**src/tlt_pkg.sv**
```systemverilog
`timescale 1ns / 1ps
package tlt_pkg;
   localparam int TABLE_DEPTH_DEF = 32;
   localparam int ID_WIDTH_DEF = 32;
   localparam int CFG_WIDTH = 8;
   localparam int CFG_INDEX_WIDTH = 2;
   localparam int CNT_WIDTH = 16;

   localparam logic [2:0] OP_CREATE = 3'd0;
   localparam logic [2:0] OP_ASSOC = 3'd1;
   localparam logic [2:0] OP_MISS = 3'd2;
   localparam logic [2:0] OP_QUERY = 3'd3;
   localparam logic [2:0] OP_LIST = 3'd4;
   localparam logic [2:0] OP_PRUNE = 3'd5;
   localparam logic [2:0] OP_SPARE_LO = 3'd6;
   localparam logic [2:0] OP_SPARE_HI = 3'd7;

   localparam logic [1:0] ST_TENT = 2'd0;
   localparam logic [1:0] ST_CONF = 2'd1;
   localparam logic [1:0] ST_COAST = 2'd2;
   localparam logic [1:0] ST_DEL = 2'd3;

   localparam logic [1:0] ERR_OK = 2'd0;
   localparam logic [1:0] ERR_UNKNOWN = 2'd1;
   localparam logic [1:0] ERR_FULL = 2'd2;
   localparam logic [1:0] ERR_CONFIG = 2'd3;

   localparam logic [1:0] CSR_CONFIRM = 2'd0;
   localparam logic [1:0] CSR_COAST = 2'd1;
   localparam logic [1:0] CSR_TENT_DROP = 2'd2;
   localparam logic [1:0] CSR_CONF_DROP = 2'd3;

   typedef struct packed {
      logic [2:0] operation;
      logic [31:0] target_id;
   } req_type;

   typedef struct packed {
      logic [31:0] result_id;
      logic [1:0] track_status;
      logic was_confirmed;
      logic [15:0] hit_run;
      logic [15:0] miss_run;
      logic [15:0] hit_total;
      logic [15:0] age;
      logic [1:0] error_code;
      logic last;
   } rsp_type;
endpackage

```
**src/tlt_req_if.sv**
```systemverilog
`timescale 1ns / 1ps
interface tlt_req_if;
   logic valid;
   logic ready;
   tlt_pkg::req_type payload;
   modport source (output valid, output payload, input ready);
   modport sink (input valid, input payload, output ready);
endinterface

```
**src/tlt_rsp_if.sv**
```systemverilog
`timescale 1ns / 1ps
interface tlt_rsp_if;
   logic valid;
   logic ready;
   tlt_pkg::rsp_type payload;
   modport source (output valid, output payload, input ready);
   modport sink (input valid, input payload, output ready);
endinterface

```
**src/track_lifecycle_table_top.sv**
```systemverilog
`timescale 1ns / 1ps
// Create, and any operation on an empty table, has its result registered in the cycle after the transfer.
// Associate, miss and query read the entries in order until one matches the id;
// an unknown id is reported after the last entry; associate and miss then write back.
// List emits each live entry, waiting on output stalls; prune compacts the kept entries.
// One operation is in flight; the next is taken once its last result has transferred.
// Synchronous active-high reset clears the count, sets the next id to 1 and restores thresholds.
module track_lifecycle_table_top #(
   parameter int TABLE_DEPTH = tlt_pkg::TABLE_DEPTH_DEF,
   parameter int ID_WIDTH = tlt_pkg::ID_WIDTH_DEF
) (
   input logic clock,
   input logic reset,
   tlt_req_if.sink req,
   tlt_rsp_if.source rsp,
   input logic csr_write_enable,
   input logic [tlt_pkg::CFG_INDEX_WIDTH-1:0] csr_index,
   input logic [tlt_pkg::CFG_WIDTH-1:0] csr_write_data
);
   localparam int AW = (TABLE_DEPTH > 1) ? $clog2(TABLE_DEPTH) : 1;
   localparam int CW = $clog2(TABLE_DEPTH + 1);

   typedef struct packed {
      logic [ID_WIDTH-1:0] id;
      logic [1:0] status;
      logic conf;
      logic [15:0] hit_run;
      logic [15:0] miss_run;
      logic [15:0] hit_total;
      logic [15:0] age;
   } entry_type;

   typedef enum logic [2:0] {
      S_IDLE, S_READ, S_CHECK, S_EMIT, S_WRITE
   } state_type;

   entry_type mem [TABLE_DEPTH];
   entry_type rd_ff;
   logic [7:0] cfg_confirm_ff, cfg_coast_ff, cfg_tdrop_ff, cfg_cdrop_ff;
   logic [CW-1:0] count_ff, scan_ff, wptr_ff;
   logic [ID_WIDTH-1:0] next_id_ff;
   state_type state_ff;
   logic [2:0] op_ff;
   logic [31:0] req_id_ff;
   logic rsp_valid_ff;
   tlt_pkg::rsp_type rsp_ff;
   logic found_ff;
   logic wr_en;
   logic [AW-1:0] wr_addr, rd_addr;
   entry_type wr_data, upd;
   logic cfg_ok;

   assign cfg_ok = cfg_confirm_ff != 8'd0 && cfg_coast_ff != 8'd0 && cfg_tdrop_ff != 8'd0
      && cfg_cdrop_ff >= cfg_coast_ff;
   assign req.ready = state_ff == S_IDLE && !rsp_valid_ff;
   assign rsp.valid = rsp_valid_ff;
   assign rsp.payload = rsp_ff;
   assign rd_addr = scan_ff[AW-1:0];

   function automatic logic [15:0] sat_inc(input logic [15:0] v);
      return (v == 16'hFFFF) ? v : v + 16'd1;
   endfunction

   function automatic tlt_pkg::rsp_type plain(input logic [31:0] rid, input logic [1:0] st,
                                               input logic [1:0] err);
      tlt_pkg::rsp_type r;
      r = '0;
      r.result_id = rid;
      r.track_status = st;
      r.error_code = err;
      r.last = 1'b1;
      return r;
   endfunction

   function automatic tlt_pkg::rsp_type from_entry(input entry_type e, input logic lst);
      tlt_pkg::rsp_type r;
      r.result_id = 32'(e.id);
      r.track_status = e.status;
      r.was_confirmed = e.conf;
      r.hit_run = e.hit_run;
      r.miss_run = e.miss_run;
      r.hit_total = e.hit_total;
      r.age = e.age;
      r.error_code = tlt_pkg::ERR_OK;
      r.last = lst;
      return r;
   endfunction

   always_comb begin
      upd = rd_ff;
      if (op_ff == tlt_pkg::OP_ASSOC) begin
         upd.age = sat_inc(rd_ff.age);
         upd.hit_total = sat_inc(rd_ff.hit_total);
         upd.hit_run = sat_inc(rd_ff.hit_run);
         upd.miss_run = '0;
         if (rd_ff.conf || upd.hit_run >= {8'd0, cfg_confirm_ff}) begin
            upd.status = tlt_pkg::ST_CONF;
            upd.conf = 1'b1;
         end else begin
            upd.status = tlt_pkg::ST_TENT;
         end
      end else if (op_ff == tlt_pkg::OP_MISS) begin
         upd.age = sat_inc(rd_ff.age);
         upd.miss_run = sat_inc(rd_ff.miss_run);
         upd.hit_run = '0;
         if (!rd_ff.conf) begin
            if (upd.miss_run >= {8'd0, cfg_tdrop_ff}) upd.status = tlt_pkg::ST_DEL;
         end else if (upd.miss_run >= {8'd0, cfg_cdrop_ff}) begin
            upd.status = tlt_pkg::ST_DEL;
         end else if (upd.miss_run >= {8'd0, cfg_coast_ff}) begin
            upd.status = tlt_pkg::ST_COAST;
         end
      end
   end

   always_ff @(posedge clock) begin
      rd_ff <= mem[rd_addr];
      if (wr_en) mem[wr_addr] <= wr_data;
   end

   always_ff @(posedge clock) begin
      if (reset) begin
         cfg_confirm_ff <= 8'd3;
         cfg_coast_ff <= 8'd2;
         cfg_tdrop_ff <= 8'd2;
         cfg_cdrop_ff <= 8'd5;
      end else if (csr_write_enable) begin
         case (csr_index)
            tlt_pkg::CSR_CONFIRM: cfg_confirm_ff <= csr_write_data;
            tlt_pkg::CSR_COAST: cfg_coast_ff <= csr_write_data;
            tlt_pkg::CSR_TENT_DROP: cfg_tdrop_ff <= csr_write_data;
            tlt_pkg::CSR_CONF_DROP: cfg_cdrop_ff <= csr_write_data;
            default: ;
         endcase
      end
   end

   always_comb begin
      wr_en = 1'b0;
      wr_addr = '0;
      wr_data = upd;
      if (state_ff == S_IDLE && req.valid && req.ready && cfg_ok
          && req.payload.operation == tlt_pkg::OP_CREATE
          && count_ff != CW'(TABLE_DEPTH)) begin
         wr_en = 1'b1;
         wr_addr = count_ff[AW-1:0];
         wr_data.id = next_id_ff;
         wr_data.status = (cfg_confirm_ff == 8'd1) ? tlt_pkg::ST_CONF : tlt_pkg::ST_TENT;
         wr_data.conf = cfg_confirm_ff == 8'd1;
         wr_data.hit_run = 16'd1;
         wr_data.miss_run = '0;
         wr_data.hit_total = 16'd1;
         wr_data.age = 16'd1;
      end else if (state_ff == S_WRITE) begin
         wr_en = 1'b1;
         wr_addr = (op_ff == tlt_pkg::OP_PRUNE) ? wptr_ff[AW-1:0] : scan_ff[AW-1:0];
         wr_data = upd;
      end
   end

   always_ff @(posedge clock) begin
      if (reset) begin
         state_ff <= S_IDLE;
         rsp_valid_ff <= 1'b0;
         count_ff <= '0;
         next_id_ff <= ID_WIDTH'(1);
         scan_ff <= '0;
         wptr_ff <= '0;
         found_ff <= 1'b0;
      end else begin
         if (rsp_valid_ff && rsp.ready) rsp_valid_ff <= 1'b0;
         case (state_ff)
            S_IDLE: begin
               if (req.valid && req.ready && req.payload.operation <= tlt_pkg::OP_PRUNE) begin
                  op_ff <= req.payload.operation;
                  req_id_ff <= req.payload.target_id;
                  scan_ff <= '0;
                  wptr_ff <= '0;
                  found_ff <= 1'b0;
                  if (!cfg_ok) begin
                     rsp_ff <= plain('0, tlt_pkg::ST_TENT, tlt_pkg::ERR_CONFIG);
                     rsp_valid_ff <= 1'b1;
                  end else if (req.payload.operation == tlt_pkg::OP_CREATE) begin
                     if (count_ff == CW'(TABLE_DEPTH)) begin
                        rsp_ff <= plain('0, tlt_pkg::ST_TENT, tlt_pkg::ERR_FULL);
                     end else begin
                        rsp_ff <= from_entry(wr_data, 1'b1);
                        count_ff <= count_ff + CW'(1);
                        next_id_ff <= next_id_ff + ID_WIDTH'(1);
                     end
                     rsp_valid_ff <= 1'b1;
                  end else if (count_ff == '0) begin
                     if (req.payload.operation == tlt_pkg::OP_LIST)
                        rsp_ff <= plain('0, tlt_pkg::ST_DEL, tlt_pkg::ERR_OK);
                     else if (req.payload.operation == tlt_pkg::OP_PRUNE)
                        rsp_ff <= plain('0, tlt_pkg::ST_TENT, tlt_pkg::ERR_OK);
                     else
                        rsp_ff <= plain(req.payload.target_id, tlt_pkg::ST_TENT,
                                        tlt_pkg::ERR_UNKNOWN);
                     rsp_valid_ff <= 1'b1;
                  end else begin
                     state_ff <= S_READ;
                  end
               end
            end
            S_READ: state_ff <= S_CHECK;
            S_CHECK: begin
               case (op_ff)
                  tlt_pkg::OP_ASSOC, tlt_pkg::OP_MISS, tlt_pkg::OP_QUERY: begin
                     if (rd_ff.id == ID_WIDTH'(req_id_ff) && (ID_WIDTH >= 32
                         || req_id_ff >> ID_WIDTH == 32'd0)) begin
                        rsp_ff <= from_entry(upd, 1'b1);
                        rsp_valid_ff <= 1'b1;
                        state_ff <= (op_ff == tlt_pkg::OP_QUERY) ? S_IDLE : S_WRITE;
                     end else if (scan_ff + CW'(1) == count_ff) begin
                        rsp_ff <= plain(req_id_ff, tlt_pkg::ST_TENT, tlt_pkg::ERR_UNKNOWN);
                        rsp_valid_ff <= 1'b1;
                        state_ff <= S_IDLE;
                     end else begin
                        scan_ff <= scan_ff + CW'(1);
                        state_ff <= S_READ;
                     end
                  end
                  tlt_pkg::OP_LIST: begin
                     if (rd_ff.status != tlt_pkg::ST_DEL) begin
                        if (found_ff) begin
                           rsp_ff.last <= 1'b0;
                           rsp_valid_ff <= 1'b1;
                        end
                        found_ff <= 1'b1;
                        state_ff <= S_EMIT;
                        wptr_ff <= scan_ff;
                     end else if (scan_ff + CW'(1) == count_ff) begin
                        if (found_ff) rsp_ff.last <= 1'b1;
                        else rsp_ff <= plain('0, tlt_pkg::ST_DEL, tlt_pkg::ERR_OK);
                        rsp_valid_ff <= 1'b1;
                        state_ff <= S_IDLE;
                     end else begin
                        scan_ff <= scan_ff + CW'(1);
                        state_ff <= S_READ;
                     end
                  end
                  default: begin
                     if (rd_ff.status != tlt_pkg::ST_DEL) begin
                        state_ff <= S_WRITE;
                     end else if (scan_ff + CW'(1) == count_ff) begin
                        count_ff <= wptr_ff;
                        rsp_ff <= plain(32'(wptr_ff), tlt_pkg::ST_TENT, tlt_pkg::ERR_OK);
                        rsp_valid_ff <= 1'b1;
                        state_ff <= S_IDLE;
                     end else begin
                        scan_ff <= scan_ff + CW'(1);
                        state_ff <= S_READ;
                     end
                  end
               endcase
            end
            S_EMIT: begin
               if (!rsp_valid_ff || rsp.ready) begin
                  rsp_ff <= from_entry(rd_ff, scan_ff + CW'(1) == count_ff);
                  if (scan_ff + CW'(1) == count_ff) begin
                     rsp_valid_ff <= 1'b1;
                     state_ff <= S_IDLE;
                  end else begin
                     scan_ff <= scan_ff + CW'(1);
                     state_ff <= S_READ;
                  end
               end
            end
            S_WRITE: begin
               if (op_ff == tlt_pkg::OP_PRUNE) begin
                  if (scan_ff + CW'(1) == count_ff) begin
                     count_ff <= wptr_ff + CW'(1);
                     rsp_ff <= plain(32'(wptr_ff + CW'(1)), tlt_pkg::ST_TENT,
                                     tlt_pkg::ERR_OK);
                     rsp_valid_ff <= 1'b1;
                     state_ff <= S_IDLE;
                  end else begin
                     wptr_ff <= wptr_ff + CW'(1);
                     scan_ff <= scan_ff + CW'(1);
                     state_ff <= S_READ;
                  end
               end else begin
                  state_ff <= S_IDLE;
               end
            end
            default: state_ff <= S_IDLE;
         endcase
      end
   end
endmodule
```
**src/flat_wrapper.sv**
```systemverilog
// flat-port wrapper written by rule: the top's interface ports become plain ports
module track_lifecycle_table_top_flat 
#(
   parameter int TABLE_DEPTH = tlt_pkg::TABLE_DEPTH_DEF,
   parameter int ID_WIDTH = tlt_pkg::ID_WIDTH_DEF
)
  (clock, reset, csr_write_enable, csr_index, csr_write_data, req_valid, req_payload, req_ready, rsp_valid, rsp_payload, rsp_ready);
  tlt_req_if req_i ();
  tlt_rsp_if rsp_i ();
  input logic clock;
  input logic reset;
  input logic csr_write_enable;
  input logic [tlt_pkg::CFG_INDEX_WIDTH-1:0] csr_index;
  input logic [tlt_pkg::CFG_WIDTH-1:0] csr_write_data;
  input wire logic [$bits(req_i.valid)-1:0] req_valid;
  input wire logic [$bits(req_i.payload)-1:0] req_payload;
  output wire logic [$bits(req_i.ready)-1:0] req_ready;
  output wire logic [$bits(rsp_i.valid)-1:0] rsp_valid;
  output wire logic [$bits(rsp_i.payload)-1:0] rsp_payload;
  input wire logic [$bits(rsp_i.ready)-1:0] rsp_ready;
  assign req_i.valid = req_valid;
  assign req_i.payload = req_payload;
  assign req_ready = req_i.ready;
  assign rsp_valid = rsp_i.valid;
  assign rsp_payload = rsp_i.payload;
  assign rsp_i.ready = rsp_ready;
  track_lifecycle_table_top #(.TABLE_DEPTH(TABLE_DEPTH), .ID_WIDTH(ID_WIDTH)) u_core (.clock(clock), .reset(reset), .req(req_i), .rsp(rsp_i), .csr_write_enable(csr_write_enable), .csr_index(csr_index), .csr_write_data(csr_write_data));
endmodule
```
**config.mk**
```make
export PLATFORM = sky130hd
export DESIGN_NAME = track_lifecycle_table_top_flat
export DESIGN_NICKNAME = d
export VERILOG_FILES = /design/src/tlt_pkg.sv /design/src/tlt_req_if.sv /design/src/tlt_rsp_if.sv /design/src/track_lifecycle_table_top.sv /design/src/flat_wrapper.sv
export SDC_FILE = /design/constraint.sdc
export NUM_CORES = 2
export LEC_CHECK = 0
export BUFFER_PORTS_ARGS = -buffer_cell sky130_fd_sc_hd__buf_2
export CAP_MARGIN = 20
export CORE_MARGIN = 5
export CORE_UTILIZATION = 50
export DETAILED_ROUTE_END_ITERATION = 8
export PLACE_DENSITY = 0.62
export SETUP_SLACK_MARGIN = 0.4
export SLEW_MARGIN = 0
export SYNTH_ARGS = -nofsm -noshare
export SYNTH_HDL_FRONTEND = slang
export SYNTH_SLANG_ARGS = --single-unit
```
**constraint.sdc**
```tcl
create_clock -name clock -period 10.5 [get_ports clock]
set_clock_uncertainty 0.15 [all_clocks]
set_input_delay 2.625 -clock clock [delete_from_list [all_inputs] [get_ports clock]]
set_output_delay 2.625 -clock clock [all_outputs]
set_load 0.005 [all_outputs]
```
=== Word level (Yosys, flattened, before mapping) ===
Memory sizes are Yosys's and may differ from the RTL's. A register that Yosys moved wholly into a read port is not among the register bits.
Cells that the tools add are included.

* Memories: 1
* Bits in writable memories: 3168
* Word-level logic and storage cells: 234
* Bits in registers: 224
* Input port bits: 50
* Output and inout port bits: 104

* Bitwise operators: 2
* $add $sub $neg: 9
* Eq/ne operators: 52
* Reductions and logical operators: 40
* Mux-type cells: 102
* $lt $le $gt $ge: 6

{| class="wikitable"
|+ Memories
! name !! words !! width !! rd ports !! clocked after Yosys merged registers in !! write ports !! line !! source
|-
| u_core.mem || 32 || 99 || 1 || 1 || 1 || track_lifecycle_table_top.sv:37 || <nowiki>entry_type mem [TABLE_DEPTH];</nowiki>
|}

{| class="wikitable"
|+ Operators with widths
! cell !! number
|-
| 102-bit two-way mux || 15
|-
| 102-bit one-hot mux with 4 select lines || 1
|-
| 102-bit one-hot mux with 2 select lines || 1
|-
| 101-bit two-way mux || 2
|-
| 6-bit two-way mux || 20
|-
| 16-bit two-way mux || 7
|-
| 99-bit two-way mux || 1
|-
| 16-bit by 1-bit adder with 16-bit output, second input constant || 4
|-
| 16-bit equality test, second input constant || 4
|-
| 16-bit by 8-bit >= comparator with 1-bit output || 4
|-
| 32-bit two-way mux || 2
|-
| 6-bit one-hot mux with 3 select lines || 2
|-
| 32-bit by 1-bit adder with 32-bit output, second input constant || 1
|-
| 32-bit equality test || 1
|-
| 1-bit two-way mux || 27
|-
| 3-bit two-way mux || 8
|-
| 6-bit one-hot mux with 4 select lines || 1
|-
| 8-bit nonzero test || 3
|-
| 2-bit inequality test, second input constant || 11
|-
| 6-bit by 1-bit adder with 6-bit output, second input constant || 3
|-
| 3-bit equality test, second input constant || 5
|-
| 5-bit two-way mux || 3
|-
| 3-bit one-hot mux with 5 select lines || 1
|-
| 2-bit two-way mux || 7
|-
| 42 further kinds || 77
|}

=== Depth between registers and ports, before layout ===
* Word-level depth: 14
* Gate-level depth with buffers: 15
* Gate-level depth less buffers: 14

=== Worst setup path after synthesis ===
OpenSTA, ideal clock, no wires.

* Path type: input-to-reg
* From: input req_payload[34]
* To: memory u_core.mem[20][0] (netlist name) (enable)
* Stages: 10
* Required time: 9.792 ns
* Path slack: 1.145 ns
* Arrival time: 8.647 ns
* Buffers on the path: 3
* Setup time: 0.558 ns
* Cell sequence: clkbuf_1 or3_1 clkbuf_1 a21oi_2 nand2_1 nor3_1 buf_2 a21oi_1 or3_1 nor2_1

* Word-level cells in the longest chain between the ends: 6
* Elaborated cells between the ends (all ways): 7

{| class="wikitable"
|+ Ends and longest elaborated chain
! what !! line !! source
|-
| start, declared || flat_wrapper.sv:16 || <nowiki>input wire logic [$bits(req_i.payload)-1:0] req_payload;</nowiki>
|-
| 3-bit logical NOT * || track_lifecycle_table_top.sv:143 || <nowiki>&& req.payload.operation == tlt_pkg::OP_CREATE</nowiki>
|-
| 1-bit logical AND * || track_lifecycle_table_top.sv:143 ||
|-
| 1-bit logical AND * || track_lifecycle_table_top.sv:144 || <nowiki>&& count_ff != CW'(TABLE_DEPTH)) begin</nowiki>
|-
| 1-bit two-way mux || track_lifecycle_table_top.sv:142 || <nowiki>if (state_ff == S_IDLE && req.valid && req.ready && cfg_ok</nowiki>
|-
| 1-bit two-way mux || track_lifecycle_table_top.sv:118 || <nowiki>if (wr_en) mem[wr_addr] <= wr_data;</nowiki>
|-
| 1-bit two-way mux (implied by the code) || track_lifecycle_table_top.sv:118 ||
|-
| end, declared || track_lifecycle_table_top.sv:37 ||
|}

Every way passes the cells marked *; elsewhere a longest branch is shown, timed or not.

=== Worst setup path in the final report ===
* From: input req_payload[34]
* To: memory u_core.mem[19][56] (netlist name) (enable)

Same word-level chain as after synthesis.

==> summary.txt <==
Run status
  • Status: finished, final reports clean

STA
  • Slew @ Worst Pin: 1.18 ns
  • F_max: 142 MHz
  • Fin Setup TNS: 0 ns
  • Min Tclk post-route: 7.02 ns
  • Max Transition Viols Final: 0
  • Slew HR: 20.8%
  • RSZ-0062 raised after global routing: false
  • Final Setup Violations: 0
  • Final Hold Vio Count: 0
  • Period utilization: 66.9%

Global route
  • Met1 Resource Use GR: 35.2%
  • Met3 Use GR: 3.94%
  • Gr busiest metal: met2
  • First-pass GRT wire length: 508 mm
  • Vias in the first global route: 68200
  • Pin count of the biggest net entering global routing: 138
  • GR Util All Layers: 24.9%
  • Antenna violations before repair: 24
  • GR Util met2: 40.6%
  • Grt ovf: 0

Clocking
  • Post-CTS Setup Bufs: 0
  • # resized after CTS: 0
  • Max Root-Sink Buffers: 4
  • TritonCTS clock tree: done
  • Hold buffers post-CTS: 0
  • Clock root buffer: clkbuf_16
  • CTS buffer count: 361
  • Clock latency at the later pin of the worst-skew pair: 0.91 ns
  • H-tree lvl count: 5
  • Sink Count: 3491
  • Reg clk slew, reported paths: 0.06 ns

Cells and area
  • Most common cell after layout, fill and taps aside: edfxtp_1
  • Finished Layout Cells: 10600
  • Share of layout cells above drive strength 1: 29.9%
  • Area delta synth->final: 13.3%
  • # nets final: 6822
  • Fin area: 155000 um^2
  • Final Util: 56.7%
  • Most frequent cells in the layout: edfxtp_1, mux4_2, clkbuf_16

Logic synthesis
  • Syn Area/Cell: 21.5 um^2
  • Async set or reset register ratio after synthesis: 0%
  • Mapped Area: 137000 um^2
  • Post-synth EDFFs: 3305
  • Post-synth top area cell: edfxtp_1
  • Sequential cell area fraction in the yosys report: 75.4%
  • Ys Warns: 0
  • Dominant cells by area after synthesis: edfxtp_1, mux4_2, dfxtp_1, mux2_2, clkbuf_1
  • Flop and latch count out of synthesis: 3491
  • Synth top area share: 72.6%
  • Yosys cell types: 93
  • Post-Syn Instances: 6351
  • Synthesized Nets: 6450
  • Main synth FF type: edfxtp_1

Setup path
  • R2R depth: 15
  • Critical Path AT: 7.34 ns
  • Required @ worst endpoint: 10.82 ns
  • Worst setup path category: input pin to register
  • Critical-path maximum fanout: 51
  • Worst setup SP type: input pin
  • Crit. End Element: register

Power and ir drop
  • Pwr dens: 185 nW/um^2
  • Clock share of power: 44.4%
  • Share of power burned in registers: 53.5%
  • Max IR drop VDD: 0.140 mV
  • Internal power: 22900 uW
  • Switching pwr: 5770 uW
  • Net Sw Frac: 20.1%
  • Pleak: 0.0474 uW
  • Combinational share of power: 2.1%

Floorplanning
  • Die height: 533 um
  • Io pins: 154
  • Row Count: 192
  • Die area: 284000 um^2
  • Die Wd: 533 um
  • Core Area: 273000 um^2
  • Initial Util: 50.1%

Route
  • Detailed Route Iter0 Violations: 8142
  • Detailed Routing Iterations Pass 1: 6
  • Via count: 67500
  • Post-route ant nets: 0
  • DR WL/cell: 33.6 um
  • WL final: 357 mm
  • DRC viols: 0
  • Vias per inst: 6.36

Placement
  • GP Congestion: 0.841
  • Post-DP HPWL: 196 mm
  • Placed cells: 9936
  • Port Buf Inserts: 153
  • DP Area: 143000 um^2

Worst hold path
  • Hold depth: 2
  • HP Class: register to register

Flow run
  • # Max-Cap Violations: 0
metrics by stage:
stage / worst slack, ns / power [uW] / hold slack (ns)
after floorplan: 1.15 / 15900 / 0.299
after global placement: 2.62 / 16200 / 0.320
after detailed placement: 2.61 / 16200 / 0.328
after CTS: 3.55 / 28900 / 0.338
after global routing: 3.35 / 29500 / 0.358
final: 3.48 / 28700 / 0.339
routing by layer:
| metal | share of wire, % | wire [um] |
|---|---|---|
| met1 | 40 | 144000 |
| met2 | 49 | 176000 |
| met3 | 7.5 | 26600 |
| met4 | 2.9 | 10300 |
| met5 | 0 | 0 |
path summary, 6_finish.rpt:
check	slack, ns	end	start
min reg2reg	0.34	u_core.cfg_tdrop_ff[6]$_SDFFE_PP0P_	u_core.cfg_tdrop_ff[6]$_SDFFE_PP0P_
max reg2reg	4.94	u_core.mem[24][65]$_DFFE_PP_	u_core.rd_ff[32]$_DFF_P_
max	3.48	u_core.mem[19][56]$_DFFE_PP_	req_payload[34]
min	0.34	u_core.cfg_tdrop_ff[6]$_SDFFE_PP0P_	u_core.cfg_tdrop_ff[6]$_SDFFE_PP0P_
cells by family after synthesis:
group / count (synthesis) / synth area share, %
mux: 1146 / 17.6
compound gates: 420 / 2.07
fa+ha+maj: 49 / 0.449
simple gates: 710 / 2.54
xor+xnor: 121 / 0.781
buf+inv: 414 / 1.21
flops: 3491 / 75.4
registers in the layout, summed over array words and instances, names as in the netlist, 6 cells and up:
register               count
u_core.rd_ff              99
u_core.mem              3168
u_core.rsp.payload       102
u_core.next_id_ff         32
u_core.scan_ff             6
u_core.cfg_coast_ff        8
u_core.count_ff            6
u_core.cfg_cdrop_ff        8
u_core.req_id_ff          32
u_core.cfg_tdrop_ff        8
u_core.cfg_confirm_ff      8
u_core.wptr_ff             6
critical path, stage by stage:
cell      delay [ns]
buf_2           0.18
or3_2           0.49
buf_4           0.32
a21oi_2         0.22
nand2_1         0.17
nor3_2          0.22
buf_4           0.40
a21oi_1         0.27
nand3b_1        0.46
nor2_4          0.85
buf_4           0.94
cells in the mapped netlist, types with 22 or more instances:
master	instances
edfxtp_1	3305
mux4_2	990
clkbuf_1	252
nor2_1	223
dfxtp_1	186
nand2_1	166
mux2_2	132
a21oi_1	100
o21ai_0	86
xnor2_1	85
nand3_1	67
buf_2	63
inv_1	60
ha_1	49
nand4_1	41
nor3_1	39
buf_1	36
xor2_1	35
a22oi_1	31
a31oi_1	27
o221ai_1	27
mux2i_1	23
a21o_1	22
nor4_1	22
or3_1	22
power by group through the flow:
stage	registers [uW]	clock network (uW)	logic [uW]
final	15300	12700	592
after global routing	15300	13600	632
after CTS	15300	13000	580
after detailed placement	15600	0	580
after global placement	15600	0	556
after floorplan	15600	0	305
final cells by class:
type / count / area, um^2
Clock inverter: 167 / 1800
Tap cell: 3589 / 4490
Multi-Input combinational cell: 2446 / 32400
Timing Repair Buffer: 362 / 2940
Sequential cell: 3491 / 103000
Antenna cell: 7 / 17.5
Fill cell: 19800 / 118000
Clock buffer: 484 / 9980
Inverter: 61 / 229
Power figures use the tool's default switching activity.
